### config.mk
export PLATFORM = sky130hd
export DESIGN_NAME = fair_task_scheduler
export DESIGN_NICKNAME = d
export VERILOG_FILES = /design/src/rtl/fts_pkg.sv /design/src/rtl/fts_divider.sv /design/src/rtl/fts_cell.sv /design/src/rtl/fair_task_scheduler.sv
export SDC_FILE = /design/constraint.sdc
export NUM_CORES = 2
export LEC_CHECK = 0
export ABC_CLOCK_PERIOD_IN_PS = 15600
export BUFFER_PORTS_ARGS = -buffer_cell sky130_fd_sc_hd__buf_2
export CAP_MARGIN = 20
export CORE_MARGIN = 2
export CORE_UTILIZATION = 30
export DETAILED_ROUTE_END_ITERATION = 7
export PLACE_DENSITY = 0.51
export SKIP_LAST_GASP = 1
export SYNTH_ARGS = -nofsm -noshare
export SYNTH_HDL_FRONTEND = slang
export SYNTH_SLANG_ARGS = --single-unit
### constraint.sdc
create_clock -name clk -period 15.6 [get_ports clk]
set_input_delay 1.56 -clock clk [delete_from_list [all_inputs] [get_ports clk]]
set_output_delay 1.56 -clock clk [all_outputs]
set_load 0.01 [all_outputs]
### src/rtl/fts_pkg.sv
// shared types, constants and event codes for the fair task scheduler
package fts_pkg;

    localparam int MAX_TASKS_DEF = 16;

    localparam logic [2:0] OP_WAKE      = 3'd0;
    localparam logic [2:0] OP_TICK      = 3'd1;
    localparam logic [2:0] OP_YIELD     = 3'd2;
    localparam logic [2:0] OP_SUSPEND   = 3'd3;
    localparam logic [2:0] OP_TERMINATE = 3'd4;

    localparam logic [1:0] ST_OK      = 2'd0;
    localparam logic [1:0] ST_IDLE    = 2'd1;
    localparam logic [1:0] ST_ALREADY = 2'd2;
    localparam logic [1:0] ST_BADOP   = 2'd3;

    localparam logic [31:0] CYCLES_PER_US_RST = 32'd1000;
    localparam logic [31:0] MIN_SLICE_RST     = 32'd10000;
    localparam logic [31:0] DEFAULT_SLICE_RST = 32'd20000;

    // register indexes on the configuration port
    localparam logic [1:0] REG_CYCLES  = 2'd0;
    localparam logic [1:0] REG_MIN     = 2'd1;
    localparam logic [1:0] REG_DEFAULT = 2'd2;

    // command from the controller to every cell in the row
    typedef struct packed {
        logic       clear_all;  // drop the running best of the scan
        logic       scan;       // shift the candidate one cell along
    } fts_cell_cmd_t;

endpackage

### src/rtl/fts_divider.sv
// 64 by 32 bit restoring divider, one quotient bit per cycle
module fts_divider
(
    input  logic        clk,
    input  logic        rst_n,
    input  logic        go,
    input  logic [63:0] dividend,
    input  logic [31:0] divisor,
    output logic        done,
    output logic [63:0] quotient
);

    logic [63:0] quo_reg, quo_next;
    logic [32:0] rem_reg, rem_next;
    logic [6:0]  cnt_reg, cnt_next;
    logic        busy_reg, busy_next;
    logic [31:0] dvs_reg, dvs_next;
    logic [32:0] trial;

    assign trial    = {rem_reg[31:0], quo_reg[63]};
    assign done     = busy_reg && (cnt_reg == 7'd0);
    assign quotient = quo_reg;

    // shift and subtract step
    always_comb
    begin
        quo_next  = quo_reg;
        rem_next  = rem_reg;
        cnt_next  = cnt_reg;
        busy_next = busy_reg;
        dvs_next  = dvs_reg;
        if (go)
        begin
            quo_next  = dividend;
            rem_next  = 33'd0;
            cnt_next  = 7'd64;
            busy_next = 1'b1;
            dvs_next  = divisor;
        end
        else if (busy_reg)
        begin
            if (cnt_reg == 7'd0)
            begin
                busy_next = 1'b0;
            end
            else
            begin
                cnt_next = cnt_reg - 7'd1;
                if (trial >= {1'b0, dvs_reg})
                begin
                    rem_next = trial - {1'b0, dvs_reg};
                    quo_next = {quo_reg[62:0], 1'b1};
                end
                else
                begin
                    rem_next = trial;
                    quo_next = {quo_reg[62:0], 1'b0};
                end
            end
        end
    end

    always_ff @(posedge clk or negedge rst_n)
    begin
        if (!rst_n)
        begin
            busy_reg <= 1'b0;
            cnt_reg  <= 7'd0;
        end
        else
        begin
            busy_reg <= busy_next;
            cnt_reg  <= cnt_next;
        end
    end

    always_ff @(posedge clk)
    begin
        quo_reg <= quo_next;
        rem_reg <= rem_next;
        dvs_reg <= dvs_next;
    end

endmodule

### src/rtl/fts_cell.sv
// one cell of the minimum search row: keeps the best candidate seen so far
module fts_cell
(
    input  logic                  clk,
    input  logic                  rst_n,
    input  fts_pkg::fts_cell_cmd_t cmd,
    input  logic                  in_valid,
    input  logic [63:0]           in_key,
    input  logic [7:0]            in_id,
    output logic                  out_valid,
    output logic [63:0]           out_key,
    output logic [7:0]            out_id
);

    logic        v_reg;
    logic [63:0] k_reg;
    logic [7:0]  i_reg;
    logic        take;

    // candidate replaces held one when strictly smaller, so earlier ids win ties
    assign take = in_valid && (!v_reg || in_key < k_reg);

    always_ff @(posedge clk or negedge rst_n)
    begin
        if (!rst_n)
        begin
            v_reg <= 1'b0;
        end
        else if (cmd.clear_all)
        begin
            v_reg <= 1'b0;
        end
        else if (cmd.scan && take)
        begin
            v_reg <= 1'b1;
        end
    end

    always_ff @(posedge clk)
    begin
        if (cmd.scan && take)
        begin
            k_reg <= in_key;
            i_reg <= in_id;
        end
    end

    assign out_valid = v_reg;
    assign out_key   = k_reg;
    assign out_id    = i_reg;

endmodule

### src/rtl/fair_task_scheduler.sv
// fair task scheduler top level: event sequencer, task tables, search row, divider
//
// An event lasts from the start transfer to the end of its result strobe; a bad operation is
// the shortest and a timer tick the longest. A bad operation goes straight to the result,
// other rejected events pass the decode state first, and a wake while a task runs passes the
// decode, read and wake states. The table scan walks MAX_TASKS entries one a cycle, plus a drain
// step, through a two cell search row that keeps the least and the next-least queued task. Both
// 64-bit divisions (idle level share, timeslice) run in one shared bit-serial divider, so a tick can use it twice.
// busy is high from the cycle after the accepted start through the result strobe; the
// result is shown for exactly one cycle and cannot be held off, so the receiver must take
// it then.
module fair_task_scheduler #(
    parameter int MAX_TASKS = fts_pkg::MAX_TASKS_DEF
)
(
    input  logic        clk,
    input  logic        rst_n,
    input  logic        psel,
    input  logic        penable,
    input  logic        pwrite,
    input  logic [3:0]  paddr,
    input  logic [31:0] pwdata,
    output logic [31:0] prdata,
    output logic        pready,
    input  logic        start,
    output logic        busy,
    input  logic [2:0]  operation,
    input  logic [3:0]  task_id,
    input  logic        fresh,
    input  logic [47:0] elapsed,
    output logic        done,
    output logic        running,
    output logic [3:0]  run_task,
    output logic        dispatched,
    output logic        slice_valid,
    output logic [31:0] slice_us,
    output logic [1:0]  status
);

    localparam int IW = (MAX_TASKS > 1) ? $clog2(MAX_TASKS) : 1;
    localparam int CW = $clog2(MAX_TASKS + 1);

    localparam logic [3:0] S_IDLE   = 4'd0;
    localparam logic [3:0] S_DECODE = 4'd1;
    localparam logic [3:0] S_WAKE   = 4'd2;
    localparam logic [3:0] S_CHDIV  = 4'd3;
    localparam logic [3:0] S_CHARGE = 4'd4;
    localparam logic [3:0] S_SCAN   = 4'd5;
    localparam logic [3:0] S_PICK   = 4'd6;
    localparam logic [3:0] S_SLDIV  = 4'd7;
    localparam logic [3:0] S_SLWAIT = 4'd8;
    localparam logic [3:0] S_OUT    = 4'd9;
    localparam logic [3:0] S_RD     = 4'd10;

    // configuration registers
    logic [31:0] cyc_reg, min_reg, def_reg;
    logic        wr_en;
    logic [1:0]  reg_idx;

    assign pready  = 1'b1;
    assign reg_idx = paddr[3:2];
    assign wr_en   = psel && penable && pwrite;

    always_ff @(posedge clk or negedge rst_n)
    begin
        if (!rst_n)
        begin
            cyc_reg <= fts_pkg::CYCLES_PER_US_RST;
            min_reg <= fts_pkg::MIN_SLICE_RST;
            def_reg <= fts_pkg::DEFAULT_SLICE_RST;
        end
        else if (wr_en)
        begin
            unique case (reg_idx)
                fts_pkg::REG_CYCLES:  cyc_reg <= pwdata;
                fts_pkg::REG_MIN:     min_reg <= pwdata;
                fts_pkg::REG_DEFAULT: def_reg <= pwdata;
                default:              ;
            endcase
        end
    end

    always_comb
    begin
        unique case (reg_idx)
            fts_pkg::REG_CYCLES:  prdata = cyc_reg;
            fts_pkg::REG_MIN:     prdata = min_reg;
            fts_pkg::REG_DEFAULT: prdata = def_reg;
            default:              prdata = 32'd0;
        endcase
    end

    // task tables: unfairness and idle mark are written through one port each
    logic [63:0] unf_mem [MAX_TASKS];
    logic [63:0] mark_mem [MAX_TASKS];
    logic [MAX_TASKS-1:0] queued_reg;
    logic [MAX_TASKS-1:0] touched_reg;

    logic [3:0]    state_reg;
    logic [2:0]    op_reg;
    logic [IW-1:0] tid_reg;
    logic          fresh_reg;
    logic [47:0]   el_reg;
    logic          cur_v_reg;
    logic [IW-1:0] cur_id_reg;
    logic [CW-1:0] cnt_reg;
    logic [63:0]   idle_reg;
    logic [IW:0]   scan_reg;
    logic          disp_reg, sv_reg;
    logic [31:0]   slice_reg;
    logic [1:0]    st_reg;
    logic [IW-1:0] old_id_reg;
    logic [63:0]   rd_unf, rd_mark;
    logic [63:0]   cur_unf_reg;

    // registered table read at the address chosen by the sequencer
    logic [IW-1:0] rd_addr;
    always_ff @(posedge clk)
    begin
        rd_unf  <= touched_reg[rd_addr] ? unf_mem[rd_addr] : 64'd0;
        rd_mark <= touched_reg[rd_addr] ? mark_mem[rd_addr] : 64'd0;
    end

    // search row of two cells: least and next-least queued task
    fts_pkg::fts_cell_cmd_t cmd;
    logic        c0_v, c1_v;
    logic [63:0] c0_k, c1_k;
    logic [7:0]  c0_i, c1_i;
    logic        feed_v;
    logic [7:0]  feed_id;
    logic        c1_in_v;
    logic [63:0] c1_in_k;
    logic [7:0]  c1_in_i;
    logic        bump;

    // the displaced first-place candidate moves on to the second cell
    assign bump    = feed_v && c0_v && (rd_unf < c0_k);
    assign c1_in_v = bump ? 1'b1 : feed_v;
    assign c1_in_k = bump ? c0_k : rd_unf;
    assign c1_in_i = bump ? c0_i : feed_id;

    fts_cell u_cell0 (
        .clk(clk), .rst_n(rst_n), .cmd(cmd),
        .in_valid(feed_v), .in_key(rd_unf), .in_id(feed_id),
        .out_valid(c0_v), .out_key(c0_k), .out_id(c0_i)
    );

    fts_cell u_cell1 (
        .clk(clk), .rst_n(rst_n), .cmd(cmd),
        .in_valid(c1_in_v && !(feed_v && !bump && !c0_v)), .in_key(c1_in_k),
        .in_id(c1_in_i),
        .out_valid(c1_v), .out_key(c1_k), .out_id(c1_i)
    );

    // shared divider
    logic        div_go, div_done;
    logic [63:0] div_a, div_q;
    logic [31:0] div_b;

    fts_divider u_div (
        .clk(clk), .rst_n(rst_n), .go(div_go), .dividend(div_a), .divisor(div_b),
        .done(div_done), .quotient(div_q)
    );

    logic [IW-1:0] scan_idx;
    logic          scan_valid_reg;
    logic [IW-1:0] scan_idx_reg;
    assign scan_idx = scan_reg[IW-1:0];

    always_comb
    begin
        rd_addr = tid_reg;
        if (state_reg == S_SCAN)
        begin
            rd_addr = scan_idx;
        end
        else if (state_reg == S_CHDIV || state_reg == S_CHARGE || state_reg == S_PICK)
        begin
            rd_addr = cur_id_reg;
        end
    end

    assign feed_v  = (state_reg == S_SCAN) && scan_valid_reg;
    assign feed_id = 8'(scan_idx_reg);
    assign cmd.scan      = (state_reg == S_SCAN);
    assign cmd.clear_all = (state_reg == S_DECODE);

    // the divider for the slice takes the gap to the next-least task
    logic [63:0] nxt_key_reg;
    always_ff @(posedge clk)
    begin
        if (state_reg == S_PICK)
        begin
            nxt_key_reg <= c1_k;
        end
    end

    logic [63:0] gap;
    logic [63:0] us_floor;
    assign gap      = nxt_key_reg - cur_unf_reg;
    assign us_floor = (div_q <= {32'd0, min_reg}) ? {32'd0, min_reg} : div_q;

    assign div_go = (state_reg == S_CHDIV && cnt_reg != '0)
                 || (state_reg == S_SLDIV && c1_v && cyc_reg != 32'd0);
    assign div_a  = (state_reg == S_CHDIV) ? {16'd0, el_reg} : gap;
    assign div_b  = (state_reg == S_CHDIV) ? 32'(cnt_reg) : cyc_reg;

    assign busy = state_reg != S_IDLE;
    assign done = state_reg == S_OUT;
    assign running     = cur_v_reg;
    assign run_task    = cur_v_reg ? 4'(cur_id_reg) : 4'd0;
    assign dispatched  = disp_reg;
    assign slice_valid = sv_reg;
    assign slice_us    = sv_reg ? slice_reg : 32'd0;
    assign status      = st_reg;

    logic [IW:0] last_idx;
    assign last_idx = (IW+1)'(MAX_TASKS);

    // event sequencer
    always_ff @(posedge clk or negedge rst_n)
    begin
        if (!rst_n)
        begin
            state_reg   <= S_IDLE;
            queued_reg  <= '0;
            touched_reg <= '0;
            cur_v_reg   <= 1'b0;
            cur_id_reg  <= '0;
            cnt_reg     <= '0;
            idle_reg    <= 64'd0;
            disp_reg    <= 1'b0;
            sv_reg      <= 1'b0;
            st_reg      <= fts_pkg::ST_OK;
            scan_reg    <= '0;
            scan_valid_reg <= 1'b0;
        end
        else
        begin
            unique case (state_reg)
                S_IDLE:
                begin
                    if (start)
                    begin
                        op_reg    <= operation;
                        tid_reg   <= IW'(task_id);
                        fresh_reg <= fresh;
                        el_reg    <= elapsed;
                        disp_reg  <= 1'b0;
                        sv_reg    <= 1'b0;
                        st_reg    <= fts_pkg::ST_OK;
                        old_id_reg <= cur_id_reg;
                        if (operation > fts_pkg::OP_TERMINATE
                            || (operation == fts_pkg::OP_WAKE
                                && 32'(task_id) >= 32'(MAX_TASKS)))
                        begin
                            st_reg    <= fts_pkg::ST_BADOP;
                            state_reg <= S_OUT;
                        end
                        else
                        begin
                            state_reg <= S_DECODE;
                        end
                    end
                end
                S_DECODE:
                begin
                    if (op_reg == fts_pkg::OP_WAKE)
                    begin
                        if (queued_reg[tid_reg] || (cur_v_reg && cur_id_reg == tid_reg))
                        begin
                            st_reg    <= fts_pkg::ST_ALREADY;
                            state_reg <= S_OUT;
                        end
                        else
                        begin
                            state_reg <= S_RD;
                        end
                    end
                    else if (!cur_v_reg)
                    begin
                        st_reg    <= fts_pkg::ST_IDLE;
                        state_reg <= S_OUT;
                    end
                    else
                    begin
                        state_reg <= S_CHDIV;
                    end
                end
                S_RD:
                begin
                    state_reg <= S_WAKE;
                end
                S_WAKE:
                begin
                    // catch up with the idle level since the task last slept
                    unf_mem[tid_reg]  <= (fresh_reg ? 64'd0 : rd_unf)
                                       + idle_reg - (fresh_reg ? 64'd0 : rd_mark);
                    mark_mem[tid_reg] <= fresh_reg ? 64'd0 : rd_mark;
                    touched_reg[tid_reg] <= 1'b1;
                    if (cnt_reg != CW'(MAX_TASKS))
                    begin
                        cnt_reg <= cnt_reg + CW'(1);
                    end
                    queued_reg[tid_reg] <= 1'b1;
                    if (!cur_v_reg)
                    begin
                        disp_reg  <= 1'b1;
                        sv_reg    <= 1'b1;
                        scan_reg  <= '0;
                        scan_valid_reg <= 1'b0;
                        state_reg <= S_SCAN;
                    end
                    else
                    begin
                        state_reg <= S_OUT;
                    end
                end
                S_CHDIV:
                begin
                    state_reg <= S_CHARGE;
                end
                S_CHARGE:
                begin
                    if (cnt_reg == '0 || div_done)
                    begin
                        unf_mem[cur_id_reg]  <= rd_unf + {16'd0, el_reg};
                        mark_mem[cur_id_reg] <= (op_reg == fts_pkg::OP_SUSPEND)
                            ? idle_reg + ((cnt_reg == '0) ? 64'd0 : div_q) : rd_mark;
                        touched_reg[cur_id_reg] <= 1'b1;
                        if (cnt_reg != '0)
                        begin
                            idle_reg <= idle_reg + div_q;
                        end
                        if (op_reg == fts_pkg::OP_TICK || op_reg == fts_pkg::OP_YIELD)
                        begin
                            queued_reg[cur_id_reg] <= 1'b1;
                            sv_reg <= (op_reg == fts_pkg::OP_TICK);
                        end
                        else if (cnt_reg != '0)
                        begin
                            cnt_reg <= cnt_reg - CW'(1);
                        end
                        scan_reg  <= '0;
                        scan_valid_reg <= 1'b0;
                        state_reg <= S_SCAN;
                    end
                end
                S_SCAN:
                begin
                    // table read is registered, so the index and its valid flag are registered to match
                    scan_idx_reg   <= scan_idx;
                    scan_valid_reg <= (scan_reg != last_idx) && queued_reg[scan_idx];
                    if (scan_reg == last_idx)
                    begin
                        state_reg <= S_PICK;
                    end
                    else
                    begin
                        scan_reg <= scan_reg + (IW+1)'(1);
                    end
                end
                S_PICK:
                begin
                    if (!c0_v)
                    begin
                        cur_v_reg  <= 1'b0;
                        cur_id_reg <= '0;
                        state_reg  <= S_OUT;
                    end
                    else
                    begin
                        cur_v_reg  <= 1'b1;
                        cur_id_reg <= IW'(c0_i);
                        queued_reg[IW'(c0_i)] <= 1'b0;
                        cur_unf_reg <= c0_k;
                        if (op_reg != fts_pkg::OP_WAKE)
                        begin
                            disp_reg <= !cur_v_reg || (IW'(c0_i) != old_id_reg)
                                || op_reg == fts_pkg::OP_SUSPEND
                                || op_reg == fts_pkg::OP_TERMINATE;
                        end
                        state_reg <= sv_reg ? S_SLDIV : S_OUT;
                    end
                end
                S_SLDIV:
                begin
                    // next-least key was taken from the second cell at the pick
                    if (!c1_v)
                    begin
                        slice_reg <= def_reg;
                        state_reg <= S_OUT;
                    end
                    else if (cyc_reg == 32'd0)
                    begin
                        slice_reg <= 32'hFFFF_FFFF;
                        state_reg <= S_OUT;
                    end
                    else
                    begin
                        state_reg <= S_SLWAIT;
                    end
                end
                S_SLWAIT:
                begin
                    if (div_done)
                    begin
                        slice_reg <= (us_floor[63:32] != 32'd0) ? 32'hFFFF_FFFF
                                   : us_floor[31:0];
                        state_reg <= S_OUT;
                    end
                end
                S_OUT:
                begin
                    state_reg <= S_IDLE;
                end
                default:
                begin
                    state_reg <= S_IDLE;
                end
            endcase
        end
    end

    // checks
    a_done_pulse: assert property (@(posedge clk) disable iff (!rst_n)
        done |=> !done)
        else $error("result strobe longer than one cycle");
    a_busy_done: assert property (@(posedge clk) disable iff (!rst_n)
        done |-> busy)
        else $error("result outside a busy window");
    a_slice_run: assert property (@(posedge clk) disable iff (!rst_n)
        (done && slice_valid) |-> running)
        else $error("slice armed with no running task");

endmodule
Yosys cells after proc, flatten, opt, wreduce, memory -nomap -nowiden. Memories as Yosys holds them, arrays and structs flattened. A register that Yosys moved wholly into a read port is not among the register bits. Index checks and enable logic that the tools add are counted.

Word-level logic and storage cells: 293. Flip-flop bits (word level): 710. RAM bits: 2048. Output and inout port bits: 76. Memories kept: 2.

Memories: mark_mem (depth 16, bits a word 64, rd ports 1, clocked after memory_dff 1, wr ports 1, line fair_task_scheduler.sv:95) `logic [63:0] mark_mem [MAX_TASKS];`; unf_mem (depth 16, bits a word 64, rd ports 1, clocked after memory_dff 1, wr ports 1, line fair_task_scheduler.sv:94) `logic [63:0] unf_mem [MAX_TASKS];`.

Reductions and logical operators: 83. Eq/ne operators: 37. $add $sub $neg: 11. Order comparisons: 13. Mux-type cells: 105. Bitwise logic cells: 7.

Operators with widths (number): $mux W64 (12); $add A64 B64 Y64 (3); $mux W32 (6); $lt A64 B64 Y1 (2); $reduce_or A64 Y1 (2); $sub A64 B64 Y64 (2); $pmux W32 S3 (1); $add A64 B48 Y64 (1); $le A64 B32 Y1 (1); $mux W16 (4); $mux W4 (16); $or A16 B16 Y16 (4); $pmux W32 S2 (1); $reduce_bool A32 Y1 (2); $pmux W16 S3 (1); $mux W5 (8); $pmux W4 S10 (1); $ge A33 B32 Y1 (1); $mux W1 (33); $logic_not A32 Y1 (1); $pmux W16 S2 (1); $sub A32 B32 Y32 (1); $lt A4 B5 Y1 const B (5); $logic_and A1 B1 Y1 (23); 48 further kinds (124).

Logic depth before layout (Yosys ltp).
Word-level depth: 13. Depth in mapped cells: 25. Gate-level depth less buffers: 23.

Hierarchy. A second synthesis with hierarchy kept.

Cell total of the unflattened synthesis: 11016. Area total of the unflattened synthesis: 140860.1 µm².

Modules (own cells, without submodules): fair_task_scheduler (area each 125820.7 µm², cells each 9723, times used 1, sequential area each 76213.1 µm²); fts_cell (area each 3792.4 µm², cells each 300, times used 2, sequential area each 2187.1 µm²); fts_divider (area each 7454.6 µm², cells each 693, times used 1, sequential area each 3723.6 µm²).

Worst setup path after synthesis. Ideal clock, no wire load.

Path kind: input port to flip-flop. From: input rst_n. To: memory mark_mem[3][0] (enable). Required time: 14.983 ns. Cell stages on the path: 4. Setup slack: 7.284 ns. Buffers on the path: 0. Arrival: 7.699 ns. Cell sequence: nand2_1 > mux2i_1 > or3_1 > nor2_1.

Cells in the longest elaborated chain, start to end: 4. Elaborated cells on any way between the ends: 7. Classes of those cells: mux (4); reduce/logical (3).

RTL lines: start, declared (line fair_task_scheduler.sv:17) `input logic rst_n,`; $logic_and A1 B1 Y1 (not written as such) (line fair_task_scheduler.sv:328) `mark_mem[cur_id_reg] <= (op_reg == fts_pkg::OP_SUSPEND)`; $mux W1 (line fair_task_scheduler.sv:329) `? idle_reg + ((cnt_reg == '0) ? 64'd0 : div_q) : rd_mark;`; $reduce_or A64 Y1 (no source line); $mux W4 (no source line) / $mux W1 (equally long branches); end, declared (line fair_task_scheduler.sv:95).

Several ways; a longest one is shown, not always the timed one.

Final worst setup path.
From: register rd_unf[29] (read register of unf_mem). To: register u_cell1.k_reg[60], in the netlist u_cell1.out_key[60] (enable).

Elaborated cells on any way between the ends: 13. Classes of those cells: order compare (2); mux (2); reduce/logical (9).

RTL lines: start, declared (line fair_task_scheduler.sv:113) `logic [63:0] rd_unf, rd_mark;`; $lt A64 B64 Y1 (line fair_task_scheduler.sv:137) `assign bump = feed_v && c0_v && (rd_unf < c0_k);`; $logic_and A1 B1 Y1 (line fair_task_scheduler.sv:137); $mux W64 (line fair_task_scheduler.sv:139) `assign c1_in_k = bump ? c0_k : rd_unf;`; via c1_in_k[33] (line fair_task_scheduler.sv:132) `logic [63:0] c1_in_k;`; $lt A64 B64 Y1 (line fts_cell.sv:21) `assign take = in_valid && (!v_reg || in_key < k_reg);`; $logic_or A1 B1 Y1 (line fts_cell.sv:21); $logic_and A1 B1 Y1 (line fts_cell.sv:21); $logic_and A1 B1 Y1 (line fts_cell.sv:41) `if (cmd.scan && take)`; end signal, assigned (line fts_cell.sv:43) `k_reg <= in_key;`; end, declared (line fts_cell.sv:16) `logic [63:0] k_reg;`.

The timed path passes the listed nets, and every way through them passes these cells. A chain may end at the register's enable or synchronous reset.

==> impl_metrics.py <==
metrics = {
    "route": {
        "drc": 1,
        "wl_mm": 421,
        "vias": 85300,
        "viasPerCell": 5.26,
        "wl_per_cell_um": 26.0,
        "dr.pass1.iters": 8,
        "ant_nets": 0,
        "drtIter0Drc": 7991,
    },
    "cts": {
        "cts-root-buf": "clkbuf_16",
        "clkSlewWorstSetupHoldPaths_ns": 0.06,
        "clk_latency_ns": 0.94,
        "cts_resized": 0,
        "postCtsSetupRepairBufs": 0,
        "holdBufCountCts": 0,
        "numCtsBuffers": 312,
        "cts_tree": "yes",
        "clock_path_buffers": 4,
        "htreeDepth": 5,
        "cts.sinks": 2886,
    },
    "synthesis": {
        "syn_nets": 10300,
        "yosysUniqueCellTypes": 115,
        "synthesis.area_um2": 137000,
        "async_flop_share_pct": 7.83,
        "synth_top_cell_area_share_pct": 54.7,
        "synth_ff_type": "edfxtp_1",
        "syn_inst": 9677,
        "ys_ff_latch": 2886,
        "synth.area.top_cells": "edfxtp_1, mux4_2, ha_1",
        "ys_seq_area_share_pct": 61.1,
        "yosys_warnings": 0,
        "synth-edff-count": 2500,
        "syn_avg_cell_area_um2": 14.2,
        "yosys.area.top_type": "edfxtp_1",
    },
    "floorplanning": {
        "die_w_um": 681,
        "core_area_um2": 456000,
        "die_h_um": 681,
        "pin_count": 174,
        "start_util_pct": 30.1,
        "die_area_um2": 463000,
        "num_rows": 248,
    },
    "placed_design": {
        "dp_hpwl_mm": 277,
        "dp_cells": 15600,
        "placed_area_um2": 146000,
        "gp_congestion": 0.896,
        "numPortBuffers": 170,
    },
    "final_layout": {
        "seq_area_um2": 84000,
        "layout.nets": 10600,
        "areaGrowthSynthToFinish_pct": 13.7,
        "fin_cells": 16200,
        "nFillCells": 44100,
        "drive_above_1_share_pct": 16.7,
        "reg_top3": "mark_mem x1024, unf_mem x1024",
        "design_area_um2": 156000,
        "multi_input_area_um2": 49500,
    },
    "critical_path": {
        "timing.rr.start": "rd_unf[29]",
        "r2r_setup_slack_ns": 6.16,
        "crit_fanout": 40,
        "cp_data_required_time_ns": 16.13,
        "end_kind": "flip-flop",
        "critPathKind": "reg2reg",
        "reg2regPathDepth": 25,
        "crit_path_start_kind": "flip-flop",
        "crit_arrival_ns": 9.96,
        "regToRegEndpoint": "u_cell1.out_key[60]",
    },
    "worst_hold_path": {
        "hold_end": "u_cell0.out_id[3]",
        "hold_start": "scan_idx_reg[3]",
        "hold_class": "reg2reg",
        "min_path_cells": 0,
    },
    "power": {
        "power.density_nw_per_um2": 210,
        "p_sw_share_pct": 36.2,
        "intPower_mw": 21.0,
        "pwr-share-seq_pct": 41.1,
        "p_total_mw": 32.8,
        "power_switching_mw": 11.9,
        "vdd_ir_drop_max_mv": 0.334,
        "clkPwrFrac_pct": 22.3,
        "p_leak_nw": 55.3,
        "p_comb_share_pct": 36.6,
    },
    "sta": {
        "finClkSkew_ns": 0.0440,
        "rsz0062_at_grt": "false",
        "period_share_pct": 60.5,
        "maxSlewHeadroom_pct": 12.0,
        "worstMarginPinSlew_ns": 1.30,
        "max_freq_mhz": 106,
        "hold_violations": 0,
        "period_minus_slack_ns": 9.44,
        "drv_slew": 0,
        "fin_tns_setup_ns": 0,
        "setup_viol": 0,
    },
    "grt": {
        "grt_use_total_pct": 17.7,
        "antenna_found_initial": 33,
        "overflow": 0,
        "grt_pass1_vias": 84600,
        "grt_max_degree": 127,
        "grt_pass1_wl_mm": 605,
    },
    "status": {
        "violations": "DRC",
        "status": "finished with violations",
    },
    "run": {
        "drv_cap": 0,
    },
}
## power groups by stage
stage	Clock (mW)	Combinational, mW	Sequential [mW]
2_1_floorplan	0	6.74	13.5
3_3_place_gp	0	10.9	13.7
3_5_place_dp	0	11.5	13.7
4_1_cts	7.48	11.6	13.6
5_1_grt	7.76	13.0	13.5
6_report	7.33	12.0	13.5
## layout by cell type, fill, tap and decap left out, drive strengths merged, types with 66 or more instances in the layout
master and count:
nor2b 248, clkbuf 442, dfxtp 160, mux4 525
edfxtp 2500, a211oi 306, nor2 390, o21bai 66
xnor2 183, dfrtp 210, nand3 108, a21oi 520
a21o 290, a31oi 68, nand4 105, mux2 164
xor2 125, nand2b 107, nand2 540, mux2i 239
clkinv 95, fa 69, o21ai 446, buf 439
nor3 80, ha 498, and2 144, inv 570
## synth_stat cells (all sizes together) (19+ instances only)
cell and instances:
clkbuf 309, dfrtp 210, mux2 164, o211ai 34, a21o 290, ha 498, mux2i 239, a21oi 520
o21a 47, dfxtp 160, fa 69, a41oi 20, buf 181, or3 19, and2 144, nand3 108
a21boi 20, o31ai 39, xnor2 183, and3 51, edfxtp 2500, nor2b 248, xor2 125, a31oi 68
nor4 44, a211oi 306, nor2 390, mux4 525, nand2b 107, nand2 540, nand4 105, inv 559
nor3 80, o21ai 446, o21bai 66
## worst max-delay path by stage
stage	startpoint	end	slack [ns]	depth (start not counted)
2_1_floorplan	rst_n	mark_mem[3][0]	7.28	4
3_3_place_gp	rd_unf[29]	u_cell1.out_key[61]	6.46	25
3_5_place_dp	rd_unf[29]	u_cell1.out_key[61]	6.44	25
4_1_cts	rd_unf[29]	u_cell1.out_key[60]	6.37	25
5_1_grt	rd_unf[29]	u_cell1.out_key[60]	5.96	25
6_report	rd_unf[29]	u_cell1.out_key[60]	6.16	25
## per-layer routing
layer	share of wire, %	vias to the layer above	global-route usage (%)
met5	0.0031	-	0
met4	2.7	2	4.69
met3	6.0	549	2.28
met2	46	2821	28.5
met1	45	44400	25.1
li1	-	37600	-
## final cells by class
type	count	share of cell area, %
Sequential cell	2886	53.8
Multi-Input combinational cell	5742	31.7
Clock buffer	439	5.54
Tap cell	6000	4.81
Timing Repair Buffer	442	2.00
Inverter	559	1.35
Clock inverter	131	0.845
Antenna cell	16	0.0256
## through the flow
step                      utilization [%]  setup WS [ns]  hold WS, ns
after CTS                            34.1           6.37        0.418
after global placement               31.9           6.46        0.403
after global routing                 34.2           5.96        0.424
after detailed placement             32.0           6.44        0.406
after floorplan                         -           7.28        0.400
final                                34.2           6.16        0.420
## worst max-delay path, cell delays in order (launching register included)
cell      delay, ns
dfxtp_1        0.58
ha_1           0.33
a21o_1         0.16
a21o_1         0.18
a21oi_1        0.29
o21ai_0        0.16
a211oi_1       0.28
o41a_1         0.59
o211ai_1       0.21
buf_4          0.25
nor2_4         0.67
buf_4          0.68
mux2_2         0.43
ha_1           0.31
a21o_1         0.19
a21o_1         0.18
a21o_1         0.18
a21o_1         0.17
a21o_1         0.18
a21o_1         0.18
a21oi_1        0.45
o21ai_0        0.15
a21o_1         0.39
a21oi_1        0.26
o31a_2         0.63
buf_4          0.71
## kinds of logic (layout without fill, tap and decap cells)
group / Yosys count / after routing / synth area share [%]
adder cells (fa/ha/maj): 567 / 567 / 5.54
other: 1 / 17 / 0.00273
buffers and inverters: 1049 / 1571 / 3.07
XOR/XNOR: 308 / 308 / 1.96
multiplexers: 928 / 928 / 11.7
flip-flops: 2886 / 2886 / 61.1
AO/OA/AOI/OAI: 2023 / 2023 / 9.58
AND/OR/NAND/NOR: 1915 / 1915 / 7.00
(Power assumes the default switching activity.)
